--- config.mk ---
export PLATFORM = sky130hd
export DESIGN_NAME = mdai_ctrl
export DESIGN_NICKNAME = d
export VERILOG_FILES = /design/src/rtl/core/mdai_pkg.sv /design/src/rtl/core/mdai_ctrl.sv
export SDC_FILE = /design/constraint.sdc
export NUM_CORES = 1
export LEC_CHECK = 0
export ABC_CLOCK_PERIOD_IN_PS = 3500
export BUFFER_PORTS_ARGS = -buffer_cell sky130_fd_sc_hd__buf_2
export CAP_MARGIN = 20
export CORE_MARGIN = 3
export CORE_UTILIZATION = 58
export CTS_BUF_LIST = sky130_fd_sc_hd__clkbuf_4
export CTS_CLUSTER_SIZE = 20
export DETAILED_ROUTE_END_ITERATION = 6
export GPL_TIMING_DRIVEN = 0
export PLACE_DENSITY_LB_ADDON = 0.3
export SLEW_MARGIN = 20
export SYNTH_ARGS = -nofsm -noshare
export SYNTH_HDL_FRONTEND = slang
export SYNTH_SLANG_ARGS = --single-unit
--- constraint.sdc ---
create_clock -name clk -period 3.5 [get_ports clk]
set_input_delay 0.35 -clock clk [delete_from_list [all_inputs] [get_ports clk]]
set_output_delay 0.35 -clock clk [all_outputs]
set_load 0.05 [all_outputs]
--- src/rtl/core/mdai_pkg.sv ---
// ----------------------------------------------------------------------------
// mdai_pkg
// Shared types, codes and arithmetic helpers of the matrix determinant,
// adjugate and inverse block.
// ----------------------------------------------------------------------------
package mdai_pkg;

  localparam int MaxOrder = 4;
  localparam int IdxW     = 2;
  localparam int OrdW     = 3;
  localparam int ElemW    = 32;
  localparam int ValW     = 64;
  localparam int ThrW     = 31;
  localparam int DivSteps = 96;
  localparam int CntW     = 7;

  localparam logic [1:0] MODE_DET = 2'd0;
  localparam logic [1:0] MODE_ADJ = 2'd1;
  localparam logic [1:0] MODE_INV = 2'd2;

  localparam logic [1:0] CFG_SIZE = 2'd0;
  localparam logic [1:0] CFG_MODE = 2'd1;
  localparam logic [1:0] CFG_THR  = 2'd2;

  localparam logic [1:0] STATUS_OK   = 2'd0;
  localparam logic [1:0] STATUS_SING = 2'd1;
  localparam logic [1:0] STATUS_SAT  = 2'd2;

  localparam logic OP_WRITE   = 1'b0;
  localparam logic OP_COMPUTE = 1'b1;

  localparam logic [ValW-1:0] Q_ONE   = 64'h0000_0001_0000_0000;
  localparam logic [ValW-1:0] I64_MAX = 64'h7FFF_FFFF_FFFF_FFFF;
  localparam logic [ValW-1:0] I64_MIN = 64'h8000_0000_0000_0000;

  typedef enum logic [3:0] {
    DP_NOP, DP_WRITE, DP_START, DP_PUSH, DP_RET0, DP_RET1, DP_RETACC, DP_POP,
    DP_MUL_LO, DP_MUL_HI, DP_TERM, DP_ACCUM, DP_SAVE_DET, DP_COF,
    DP_DIV_INIT, DP_DIV_STEP
  } dp_op_t;

  typedef enum logic [3:0] {
    ST_IDLE, ST_EVAL, ST_RET, ST_MUL_LO, ST_MUL_HI, ST_TERM, ST_ACCUM,
    ST_DONE, ST_CHK, ST_DIV_INIT, ST_DIV, ST_DIV_END, ST_EMIT, ST_NEXT
  } state_t;

  typedef struct packed {
    dp_op_t          op;
    logic            emit;
    logic [IdxW-1:0] i;
    logic [IdxW-1:0] j;
    logic            whole;
    logic            sat_init;
    logic            last;
    logic            singular;
    logic            div_end;
  } dp_cmd_t;

  typedef struct packed {
    logic left0;
    logic left1;
    logic col_found;
    logic lv_zero;
    logic div_last;
    logic singular;
    logic out_free;
  } dp_stat_t;

  function automatic logic [IdxW-1:0] first_one(input logic [MaxOrder-1:0] m);
    logic [IdxW-1:0] r;
    r = '0;
    for (int k = MaxOrder - 1; k >= 0; k--) begin
      if (m[k]) r = IdxW'(k);
    end
    return r;
  endfunction

  function automatic logic [ValW-1:0] mag64(input logic [ValW-1:0] v);
    return v[ValW-1] ? (~v + 64'd1) : v;
  endfunction

  // {sat, value}
  function automatic logic [ValW:0] from_mag(input logic neg, input logic [ValW-1:0] m);
    logic [ValW:0] r;
    if (!neg) begin
      r = m[ValW-1] ? {1'b1, I64_MAX} : {1'b0, m};
    end else begin
      r = (m[ValW-1] && (m[ValW-2:0] != '0)) ? {1'b1, I64_MIN} : {1'b0, ~m + 64'd1};
    end
    return r;
  endfunction

  function automatic logic [ValW:0] sat_add(input logic [ValW-1:0] a, input logic [ValW-1:0] b);
    logic [ValW-1:0] s;
    logic [ValW:0]   r;
    s = a + b;
    if ((a[ValW-1] == b[ValW-1]) && (s[ValW-1] != a[ValW-1])) begin
      r = a[ValW-1] ? {1'b1, I64_MIN} : {1'b1, I64_MAX};
    end else begin
      r = {1'b0, s};
    end
    return r;
  endfunction

endpackage

--- src/rtl/core/mdai_ctrl.sv ---
// ----------------------------------------------------------------------------
// mdai_ctrl
// Controller: sequences loads, cofactor expansion, the adjugate walk, the
// divider and result hand-off.
// ----------------------------------------------------------------------------
module mdai_ctrl (
  input  logic                      clk,
  input  logic                      rst_n,
  input  logic                      in_tvalid,
  output logic                      in_tready,
  input  logic                      in_op,
  input  logic [mdai_pkg::OrdW-1:0] order,
  input  logic [1:0]                mode,
  input  mdai_pkg::dp_stat_t        stat,
  output mdai_pkg::dp_cmd_t         cmd
);
  import mdai_pkg::*;

  state_t          state_r, state_nxt;
  logic [IdxW-1:0] i_r, i_nxt, j_r, j_nxt;
  logic            det_r, det_nxt, sing_r, sing_nxt;
  logic [OrdW-1:0] lst_w;
  logic [IdxW-1:0] lst;
  logic            at_end;

  assign lst_w  = order - 3'd1;
  assign lst    = lst_w[IdxW-1:0];
  assign at_end = (i_r == lst) && (j_r == lst);

  always_ff @(posedge clk) begin
    if (!rst_n) begin
      state_r <= ST_IDLE;
      i_r     <= '0;
      j_r     <= '0;
      det_r   <= 1'b0;
      sing_r  <= 1'b0;
    end else begin
      state_r <= state_nxt;
      i_r     <= i_nxt;
      j_r     <= j_nxt;
      det_r   <= det_nxt;
      sing_r  <= sing_nxt;
    end
  end

  always_comb begin
    state_nxt    = state_r;
    i_nxt        = i_r;
    j_nxt        = j_r;
    det_nxt      = det_r;
    sing_nxt     = sing_r;
    in_tready    = 1'b0;
    cmd          = '0;
    cmd.op       = DP_NOP;
    cmd.i        = i_r;
    cmd.j        = j_r;
    cmd.whole    = det_r;
    cmd.sat_init = (mode == MODE_INV);
    case (state_r)
      ST_IDLE: begin
        in_tready = 1'b1;
        if (in_tvalid) begin
          if (in_op == OP_WRITE) begin
            cmd.op = DP_WRITE;
          end else begin
            det_nxt      = (mode != MODE_ADJ);
            i_nxt        = '0;
            j_nxt        = '0;
            cmd.op       = DP_START;
            cmd.i        = '0;
            cmd.j        = '0;
            cmd.whole    = (mode != MODE_ADJ);
            cmd.sat_init = 1'b0;
            state_nxt    = ST_EVAL;
          end
        end
      end
      ST_EVAL: begin
        if (stat.left0) begin
          cmd.op = DP_RET0;
          state_nxt = ST_RET;
        end else if (stat.left1) begin
          cmd.op = DP_RET1;
          state_nxt = ST_RET;
        end else if (stat.col_found) begin
          cmd.op = DP_PUSH;
        end else begin
          cmd.op = DP_RETACC;
          state_nxt = ST_RET;
        end
      end
      ST_RET: begin
        if (stat.lv_zero) begin
          state_nxt = ST_DONE;
        end else begin
          cmd.op    = DP_POP;
          state_nxt = ST_MUL_LO;
        end
      end
      ST_MUL_LO: begin
        cmd.op    = DP_MUL_LO;
        state_nxt = ST_MUL_HI;
      end
      ST_MUL_HI: begin
        cmd.op    = DP_MUL_HI;
        state_nxt = ST_TERM;
      end
      ST_TERM: begin
        cmd.op    = DP_TERM;
        state_nxt = ST_ACCUM;
      end
      ST_ACCUM: begin
        cmd.op    = DP_ACCUM;
        state_nxt = ST_EVAL;
      end
      ST_DONE: begin
        if (det_r) begin
          if (mode == MODE_INV) begin
            cmd.op    = DP_SAVE_DET;
            state_nxt = ST_CHK;
          end else begin
            state_nxt = ST_EMIT;
          end
        end else begin
          cmd.op    = DP_COF;
          state_nxt = (mode == MODE_INV) ? ST_DIV_INIT : ST_EMIT;
        end
      end
      ST_CHK: begin
        if (stat.singular) begin
          sing_nxt  = 1'b1;
          state_nxt = ST_EMIT;
        end else begin
          det_nxt      = 1'b0;
          cmd.op       = DP_START;
          cmd.whole    = 1'b0;
          cmd.sat_init = 1'b1;
          state_nxt    = ST_EVAL;
        end
      end
      ST_DIV_INIT: begin
        cmd.op    = DP_DIV_INIT;
        state_nxt = ST_DIV;
      end
      ST_DIV: begin
        cmd.op = DP_DIV_STEP;
        if (stat.div_last) state_nxt = ST_DIV_END;
      end
      ST_DIV_END: begin
        cmd.div_end = 1'b1;
        state_nxt   = ST_EMIT;
      end
      ST_EMIT: begin
        if (stat.out_free) begin
          cmd.emit     = 1'b1;
          cmd.singular = sing_r;
          cmd.last     = det_r || at_end;
          if (det_r || at_end) begin
            sing_nxt  = 1'b0;
            state_nxt = ST_IDLE;
          end else begin
            // advance to the next result element, row major
            if (j_r == lst) begin
              j_nxt = '0;
              i_nxt = i_r + 2'd1;
            end else begin
              j_nxt = j_r + 2'd1;
            end
            state_nxt = ST_NEXT;
          end
        end
      end
      ST_NEXT: begin
        cmd.op    = DP_START;
        cmd.whole = 1'b0;
        state_nxt = ST_EVAL;
      end
      default: state_nxt = ST_IDLE;
    endcase
  end

endmodule
==> results of run 1 <==
==> per-stage QoR <==
| stage | area (um^2) | util (%) | power, mW | std cells |
|---|---|---|---|---|
| floorplan | 1110 | - | 0.271 | 159 |
| global placement | 1280 | 72.7 | 0.315 | 213 |
| detailed placement | 1280 | 72.7 | 0.319 | 213 |
| CTS | 1310 | 74.2 | 0.404 | 217 |
| global route | 1310 | 74.2 | 0.426 | 217 |
| finish | 1310 | 74.2 | 0.405 | 217 |
==> final cells by class <==
type	instances	area, um^2	share of cell area [%]
clock buffer	3	22.5	1.72
multi-input combinational	129	815	62.2
sequential	10	200	15.3
buffer	13	65.1	4.97
timing repair buffer	29	145	11.1
tap	25	31.3	2.39
inverter	7	26.3	2.01
clock inverter	1	3.75	0.287
==> layer usage <==
layer / vias to the layer above / global-route usage (%) / part of all wire, % / wire [um]
met4: 0 / 9.22 / 2.1 / 67
li1: 659 / - / - / -
met3: 10 / 6.04 / 7.6 / 246
met1: 630 / 34.5 / 42 / 1370
met2: 70 / 46.3 / 48 / 1540
met5: - / 0 / 0 / 0
==> critical path: cells and delay by family, from the launching register on <==
kind                   cells  cell delay [ns]
buffers and inverters      4             1.12
AOI/OAI and AO/OA          3             0.58
DFF                        1             0.31
==> state kept, by name, indices dropped and copies added, names as in the netlist <==
| name | flops |
|---|---|
| state_r | 4 |
| i_r | 2 |
| j_r | 2 |
| det_r | 1 |
| sing_r | 1 |
==> final timing paths <==
check                          start             endpoint  slack, ns  cells after the start
min reg2reg      sing_r$_SDFFE_PN0P_  sing_r$_SDFFE_PN0P_       0.47                      2
max reg2reg  state_r[1]$_SDFFE_PN0P_  j_r[1]$_SDFFE_PN0P_       1.64                      7
min                          stat[1]  sing_r$_SDFFE_PN0P_       0.38                      3
max          state_r[1]$_SDFFE_PN0P_              cmd[12]       0.89                      7
==> cells by family (layout without fill, tap and decap cells) <==
group | Yosys count | in the layout | synth area share, %
AOI/OAI and AO/OA | 56 | 56 | 34.9
xor gates and xnor gates | 2 | 2 | 1.59
buffers and inverters | 20 | 53 | 8.31
DFF | 10 | 10 | 18.2
muxes | 1 | 1 | 0.910
and+or+nand+nor | 70 | 70 | 36.1
==> power groups by stage <==
stage	sequential (mW)	combinational [mW]	clock, mW
3_5_place_dp	0.123	0.196	0
3_3_place_gp	0.123	0.192	0
5_1_grt	0.121	0.214	0.0917
6_report	0.121	0.200	0.0853
4_1_cts	0.121	0.197	0.0868
2_1_floorplan	0.123	0.148	0
==> cells in the final DEF (no fill, tap or decap), types with 3 or more instances in the layout <==
master / instances
clkbuf_4: 3
nand2_1: 17
o21ai_0: 11
dfxtp_1: 10
nand2b_1: 4
a21oi_1: 10
a211oi_1: 3
o22ai_1: 5
buf_2: 33
and2_1: 4
nand3_1: 5
a21boi_0: 3
nor2_1: 16
clkbuf_1: 5
inv_1: 7
a31oi_1: 3
==> impl_results.md, run 1 <==
* Synth Instances at ~160
* DR iter-0 viols at 63
* Critical Path RT at 3.15 ns
* NetSw at around 0.18 mW
* CP endpoint kind: primary output
* Hold_buf cts at 0
* Largest cells by area after synthesis: dfxtp_1 (18%), nand2_1 (5.8%), nor2_1 (5.5%)
* Sequential Power Share at roughly 30%
* GRT Residual Overflow at 0
* Most Frequent Cell on Critical Path: buf_2
* Place WS at about 1.2 ns
* Share of the synthesized area in the top cell type at between 10% and 20%
* Max-Cap Viols at 0
* CP Max Fanout at 10
* H-tree depth at 1
* Max-slew violation count at 0
* Tmin final at between 2 and 3 ns
* RSZ-0062 raised after global routing: no
* Ys Warns at 0
* #FFs+latches synth at 10
* Inserted Diodes at 0
* Power Internal at 0.222 mW
* Critical Path AT at 2.26 ns
* Dpl hpwl at 2470 um
* Via density per instance at approximately 6.3
* Worst Hold Class: input pin to flop
* Clk buf depth at 2
* Io pins at 31
* TritonCTS Buffers at 3
* Setup-failing EPs final at 0
* Fin Setup TNS at 0 ns
* CTS clk-pin slew, worst paths at roughly 0.080 ns
* CP cell instances: buf_2 -> buf_1 -> inv_1 -> a211oi_1 -> a31oi_1 -> o32ai_1 -> buf_2
* Drt total wl at approximately 3200 um
* Core area at between 1500 and 2000 um^2
* Post-synth ARST share at 0%
* Post-synth top cells: nand2_1 (17), nor2_1 (16), o21ai_0 (11)
* Post-synth EDFFs at 0
* Starting density of the core at 62.3%
* # Post-CTS Setup Buffers at 0
* Net Sw Frac at between 40 and 50%
* CTS Sinks at 10
* Area growth syn-to-layout at 19.0%
* Die height at a little under 50 um
* Post-synthesis cell type count at 51
* Worst stage delay on the critical path at around 0.38 ns
* WS Path Type: flop to primary output
* Resize count post-CTS at 0
* Largest net degree at the start of global routing at 11
* Nets at around 210
* Port bufs at 29
* Final period util at roughly 75%
* Avg Inst Size Synth at between 6 and 7 um^2
* GP Congestion at between 0.9 and 1
* Antenna violations before repair at 0
* ANT nets after route at 0
* Pwr dens at roughly 310 nW/um^2
* Status: finished, final reports clean
* Final WS setup at 0.888 ns
* F_max at 383 MHz
* Post-synth top flop: dfxtp_1
* CTS root buf: clkbuf_4
* CTS tree: done
* Share of layout cells above drive strength 1 at a little under a quarter
* Synth area leader: dfxtp_1
* DRC at 0
* CP max stage cell: buf_1
* Leak at 0.544 nW
* Worst VDD drop at 303 uV
* Clock power frac at a little over a fifth
* DIE AREA at 2450 um^2
* Clock Skew at between 0.009 and 0.01 ns
* Synthesized area at about 1100 um^2
* Vias in the first global route at 1,272
* # fillers at 163
* First-pass GRT wire length at 5450 um
* Fin. Hold Viols at 0
* WL/cell at 14.8 um
* Hold WS at about 0.38 ns
* Worst skew pair latency at about 0.27 ns
* # rows at 15
* Routed via count at between 1,000 and 1,500
* GRT Util Overall at 27.5%
* Syn_nets at around 180
* Worst-margin pin slew at between 0.7 and 0.8 ns
* Startpoint class of the critical path: flop
* Combinational share of power at ~49%
* Count leader, synth: nand2_1
* Worst slew margin at about 53%
* Initial DRT Pass Iterations at 4
* Seq/Total Area, Yosys at between 15 and 20%
* Die width at 49.5 um
No activity file was read; power rests on OpenSTA's default activity.
==> inputs of run 2 (changes only) <==
- ABC_CLOCK_PERIOD_IN_PS: 3500 -> 2450
- CORE_UTILIZATION: 58 -> 54
- clock period: 3.5 -> 2.45 ns (I/O delays scaled with it)
==> run 2 against run 1 <==
  * Via count shrank 1.9%
  * Design area grew 1.6%
  * Largest power group unchanged
  * Register-to-register slack lost 1.1 ns
==> impl_results.md, run 2 (synthesized netlist as in run 1, its figures left out) <==
* DRC at 0
* Inserted Diodes at 0
* Die height at around 51 um
* Clk buf depth at 2
* Fin cells at 216
* Biggest regs: state_r: 4 flops, i_r: 2 flops, j_r: 2 flops
* Bufs and invs on worst path at 2
* Antenna violations before repair at 0
* Status: finished, final reports clean
* Port bufs at 29
* Pwr dens at between 400 and 500 nW/um^2
* H-tree depth at 1
* CTS root buf: clkbuf_4
* Max-Cap Viols at 0
* Final WS setup at 0.115 ns
* Worst stage delay on the critical path at between 0.5 and 0.6 ns
* Drt total wl at between 3000 and 4000 um
* GRT Residual Overflow at 0
* Dpl hpwl at between 2000 and 2500 um
* CP max stage cell: or4b_1
* DP Cell Count at roughly 210
* Hold_buf cts at 0
* Vias in the first global route at between 1,000 and 1,500
* Resize count post-CTS at 1
* CP endpoint kind: primary output
* Largest net degree at the start of global routing at 11
* TritonCTS Buffers at 3
* PnR Total Power at around 0.58 mW
* Critical Path AT at between 2 and 2.5 ns
* First-pass GRT wire length at between 5000 and 6000 um
* Critical Path RT at roughly 2.2 ns
* Min-delay src: stat[1]
* Die width at between 50 and 60 um
* Cell family with most CP delay: simple AND/OR/NAND/NOR gates
* Place WS at between 0.2 and 0.3 ns
* CP cell instances: buf_2 -> or4b_1 -> or3_1 -> o311ai_1 -> buf_2
* Max reg flops at 4
* F_max at roughly 430 MHz
* # rows at 15
* Io pins at 31
* CTS tree: done
* DR iter-0 viols at 63
* Starting density of the core at 60.4%
* Initial DRT Pass Iterations at 4
* DIE AREA at 2610 um^2
* Worst VDD drop at 375 uV
* DP Area at roughly 1300 um^2
* Worst Hold Class: input pin to flop
* # fillers at approximately 160
* Crit path from: state_r[1]$_SDFFE_PN0P_
* WS Path Type: flop to primary output
* Worst slew margin at around two thirds
* Biggest register: state_r
* Most frequent cells in the layout: buf_2 (34), nand2_1 (17), nor2_1 (16)
* GP Congestion at 0.889
* Nets at 209
* Final core occ at around three quarters
* # Post-CTS Setup Buffers at 0
* Fin. Hold Viols at 0
* Leak at about 0.56 nW
* Reg2reg path depth at 7
* Fin area at approximately 1300 um^2
* RSZ-0062 raised after global routing: no
* Worst flop-to-flop path startpoint: state_r[1]$_SDFFE_PN0P_
* CTS Sinks at 10
* Worst path depth at 5
* Startpoint class of the critical path: flop
* Most Frequent Cell on Critical Path: buf_2
* Routed via count at ~1,300
* Worst skew pair latency at roughly 0.27 ns
* Share of layout cells above drive strength 1 at about a quarter
* CTS clk-pin slew, worst paths at around 0.060 ns
* CP Max Fanout at 10
* Max-slew violation count at 0
* GRT Util Overall at a little over a quarter
* Clock Skew at 0.00683 ns
* Final period util at 95.3%
* Commonest non-fill, non-tap cell in the layout: buf_2
* Worst-margin pin slew at 0.505 ns
* Worst hold path depth at 3
* Core area at around 1800 um^2
* Via density per instance at about 6.2
* Area growth syn-to-layout at 20.9%
* ANT nets after route at 0
* WL/cell at 14.9 um
* Tmin final at between 2 and 2.5 ns
* Setup-failing EPs final at 0
[run 2: worst register-to-register path, delay by kind of cell, from the launching register on]
family / cells / cell delay [ns]
AND/OR/NAND/NOR: 3 / 0.89
flip-flops: 1 / 0.31
buffers and inverters: 2 / 0.36
AO/OA/AOI/OAI: 2 / 0.26
[run 2: final timing paths]
| check | to | slack, ns |
|---|---|---|
| setup reg to reg | j_r[1]$_SDFFE_PN0P_ | 0.51 |
| setup / recovery | cmd[10] | 0.12 |
| hold reg to reg | sing_r$_SDFFE_PN0P_ | 0.49 |
| hold / removal | sing_r$_SDFFE_PN0P_ | 0.28 |
[run 2: area by class of cell]
cell class              count  area, um^2  area share, %
plain buffers              13        67.6           5.08
repair buffers             29         145           10.9
well taps                  25        31.3           2.35
flip-flops and latches     10         200           15.1
multi-input cells         129         837           62.9
clock buffers               3        22.5           1.69
inverters                   7        26.3           1.98
[run 2: through the flow]
| step | TNS (ns) | hold slack (ns) |
|---|---|---|
| after floorplan | -0.0311 | 0.395 |
| after global placement | 0 | 0.454 |
| after detailed placement | 0 | 0.477 |
| after CTS | 0 | 0.284 |
| after global routing | 0 | 0.318 |
| final | 0 | 0.280 |
[run 2: report_power, final]
| group | internal, mW | switching [mW] |
|---|---|---|
| Sequential | 0.170 | 0.00339 |
| Clock | 0.0568 | 0.0565 |
| Combinational | 0.0947 | 0.199 |
| Total | 0.321 | 0.259 |
[run 2: per-layer routing]
| layer | vias to the layer above | share of wire [%] | global-route usage [%] |
|---|---|---|---|
| met2 | 62 | 46 | 43.8 |
| li1 | 658 | - | - |
| met5 | - | 0 | 0 |
| met4 | 0 | 1.9 | 8.97 |
| met3 | 10 | 8.5 | 5.54 |
| met1 | 613 | 44 | 35.9 |
==> inputs of run 3 (changes only) <==
- RECOVER_POWER: not set -> 100
- TNS_END_PERCENT: not set -> 100
==> run 3 against run 2 <==
  * Flip-flop and latch count is the same
  * Global-route usage unchanged
  * Die area is the same
  * Wire length is 0.62% lower
  * Utilization down 0.76 points
  * Critical path depth did not move
  * Final cell count did not move
  * Clock skew grew 0.00091 ns
  * Clock-buffer cell count unchanged
==> impl_results.md, run 3 (synthesized netlist as in run 1, its figures left out) <==
* Antenna violations before repair at 0
* ANT nets after route at 0
* CP Max Fanout at 10
* CTS Sinks at 10
* Die height at around 51 um
* Bufs and invs on worst path at 2
* # fillers at 163
* Critical Path AT at roughly 2.1 ns
* CP cell instances: buf_2 -> or4b_1 -> or3_1 -> o311ai_1 -> buf_2
* Max-Cap Viols at 0
* Fin Setup TNS at 0 ns
* DR iter-0 viols at 57
* F_max at about 430 MHz
* Final period util at about 95%
* RSZ-0062 raised after global routing: no
* Cell family with most CP delay: simple AND/OR/NAND/NOR gates
* CTS tree: done
* Clk buf depth at 2
* Place WS at about 0.26 ns
* Startpoint class of the critical path: flop
* Final WS setup at ~0.12 ns
* Commonest non-fill, non-tap cell in the layout: buf_2
* Fin. Hold Viols at 0
* Biggest register: state_r
* Core area at between 1500 and 2000 um^2
* Final core occ at between 70% and 80%
* DP Area at ~1300 um^2
* Share of layout cells above drive strength 1 at a little under a quarter
* Fin area at between 1000 and 1500 um^2
* Max-slew violation count at 0
* Worst Hold Class: input pin to flop
* PnR Total Power at a little under 0.6 mW
* WS Path Type: flop to primary output
* Worst slew margin at between 60% and 70%
* CP max stage cell: or4b_1
* Hold WS at 0.286 ns
* Max reg flops at 4
* Fin cells at between 200 and 250
* Register-to-register setup slack at 0.26 ns
* Worst flop-to-flop path startpoint: j_r[1]$_SDFFE_PN0P_
* Initial DRT Pass Iterations at 4
* FF-to-FF End: j_r[0]$_SDFFE_PN0P_
* Reg2reg path depth at 7
* Biggest regs: state_r: 4 flops, i_r: 2 flops, j_r: 2 flops
* First-pass GRT wire length at 5530 um
* Worst skew pair latency at between 0.2 and 0.3 ns
* DRC at 0
* DIE AREA at about 2600 um^2
* Inserted Diodes at 0
* Routed via count at around 1,300
* Nets at 209
* Worst VDD drop at 370 uV
* Tmin final at approximately 2.3 ns
* CTS clk-pin slew, worst paths at about 0.07 ns
* Worst stage delay on the critical path at ~0.57 ns
* Pwr dens at between 400 and 500 nW/um^2
* Most Frequent Cell on Critical Path: buf_2
* WL/cell at between 10 and 15 um
* Via density per instance at just over 6
* End of the worst hold path: sing_r$_SDFFE_PN0P_
* Most frequent cells in the layout: buf_2 (24), nand2_1 (17), nor2_1 (16)
* GRT Residual Overflow at 0
* Dpl hpwl at ~2500 um
* Worst hold path depth at 3
* CTS root buf: clkbuf_4
* Starting density of the core at between 60% and 70%
* Drt total wl at ~3200 um
* Worst-margin pin slew at a little under 0.6 ns
* DP Cell Count at approximately 210
* # rows at 15
* CP endpoint kind: primary output
* Largest net degree at the start of global routing at 11
* TritonCTS Buffers at 3
* Min-delay src: stat[1]
* Clock Skew at approximately 0.0077 ns
* H-tree depth at 1
* GRT Util Overall at 27.2%
* Io pins at 31
* Area growth syn-to-layout at 19.7%
* Vias in the first global route at 1,272
* Leak at about 0.53 nW
* Die width at between 50 and 60 um
* Critical Path RT at ~2.2 ns
* GP Congestion at roughly 0.89
* Port bufs at 29
* Setup-failing EPs final at 0
* Status: finished, final reports clean
-- run 3: cell count changes in the layout (fill, tap and decap cells not counted) --
cell      before  now
clkbuf_1       4   10
buf_4          1    0
buf_1          1    0
a211oi_1       3    4
and2_0         0    1
buf_2         34   24
and2_1         4    3
a211oi_2       2    1
clkbuf_2       1    7
-- run 3: worst max path at each step --
| stage | to | slack (ns) | startpoint | depth (start not counted) |
|---|---|---|---|---|
| 2_1_floorplan | cmd[11] | -0.03 | state_r[3]$_SDFFE_PN0P_ | 3 |
| 3_3_place_gp | cmd[12] | 0.30 | state_r[1]$_SDFFE_PN0P_ | 7 |
| 3_5_place_dp | cmd[12] | 0.26 | state_r[1]$_SDFFE_PN0P_ | 7 |
| 4_1_cts | cmd[11] | 0.07 | state_r[3]$_SDFFE_PN0P_ | 6 |
| 5_1_grt | cmd[12] | 0.02 | state_r[1]$_SDFFE_PN0P_ | 7 |
| 6_report | cmd[10] | 0.12 | state_r[1]$_SDFFE_PN0P_ | 5 |
-- run 3: layout make-up --
| class | count | area, um^2 | share of cell area [%] |
|---|---|---|---|
| clock buffer | 3 | 22.5 | 1.71 |
| tap | 25 | 31.3 | 2.38 |
| buffer | 13 | 63.8 | 4.85 |
| inverter | 7 | 26.3 | 2.00 |
| multi-input combinational | 129 | 832 | 63.2 |
| timing repair buffer | 29 | 140 | 10.6 |
| sequential | 10 | 200 | 15.2 |
-- run 3: what timing repair did --
item	4_1_cts	5_1_grt
setup buffers	0	0
hold buffers	0	0
hold endpoints to repair	0	0
endpoints found under the setup margin	1	5
resized for setup	1	2
gates cloned	0	0
-- run 3: worst min-delay path, stage by stage --
cell and delay, ns:
buf_2 0.13, nand2_1 0.06, o22ai_1 0.07
-- run 3: power breakdown --
group          internal [mW]  switching (mW)  leakage, nW
sequential             0.170         0.00344       0.0811
combinational         0.0932           0.200        0.439
clock                 0.0566          0.0544       0.0138
total                  0.320           0.258        0.534
-- run 3: layer usage --
metal,GRT usage [%],part of all wire (%),vias up
met5,0,0,-
met4,8.97,2.0,0
met3,5.54,7.5,10
met2,43.8,46,64
met1,35.9,44,614
li1,-,-,659
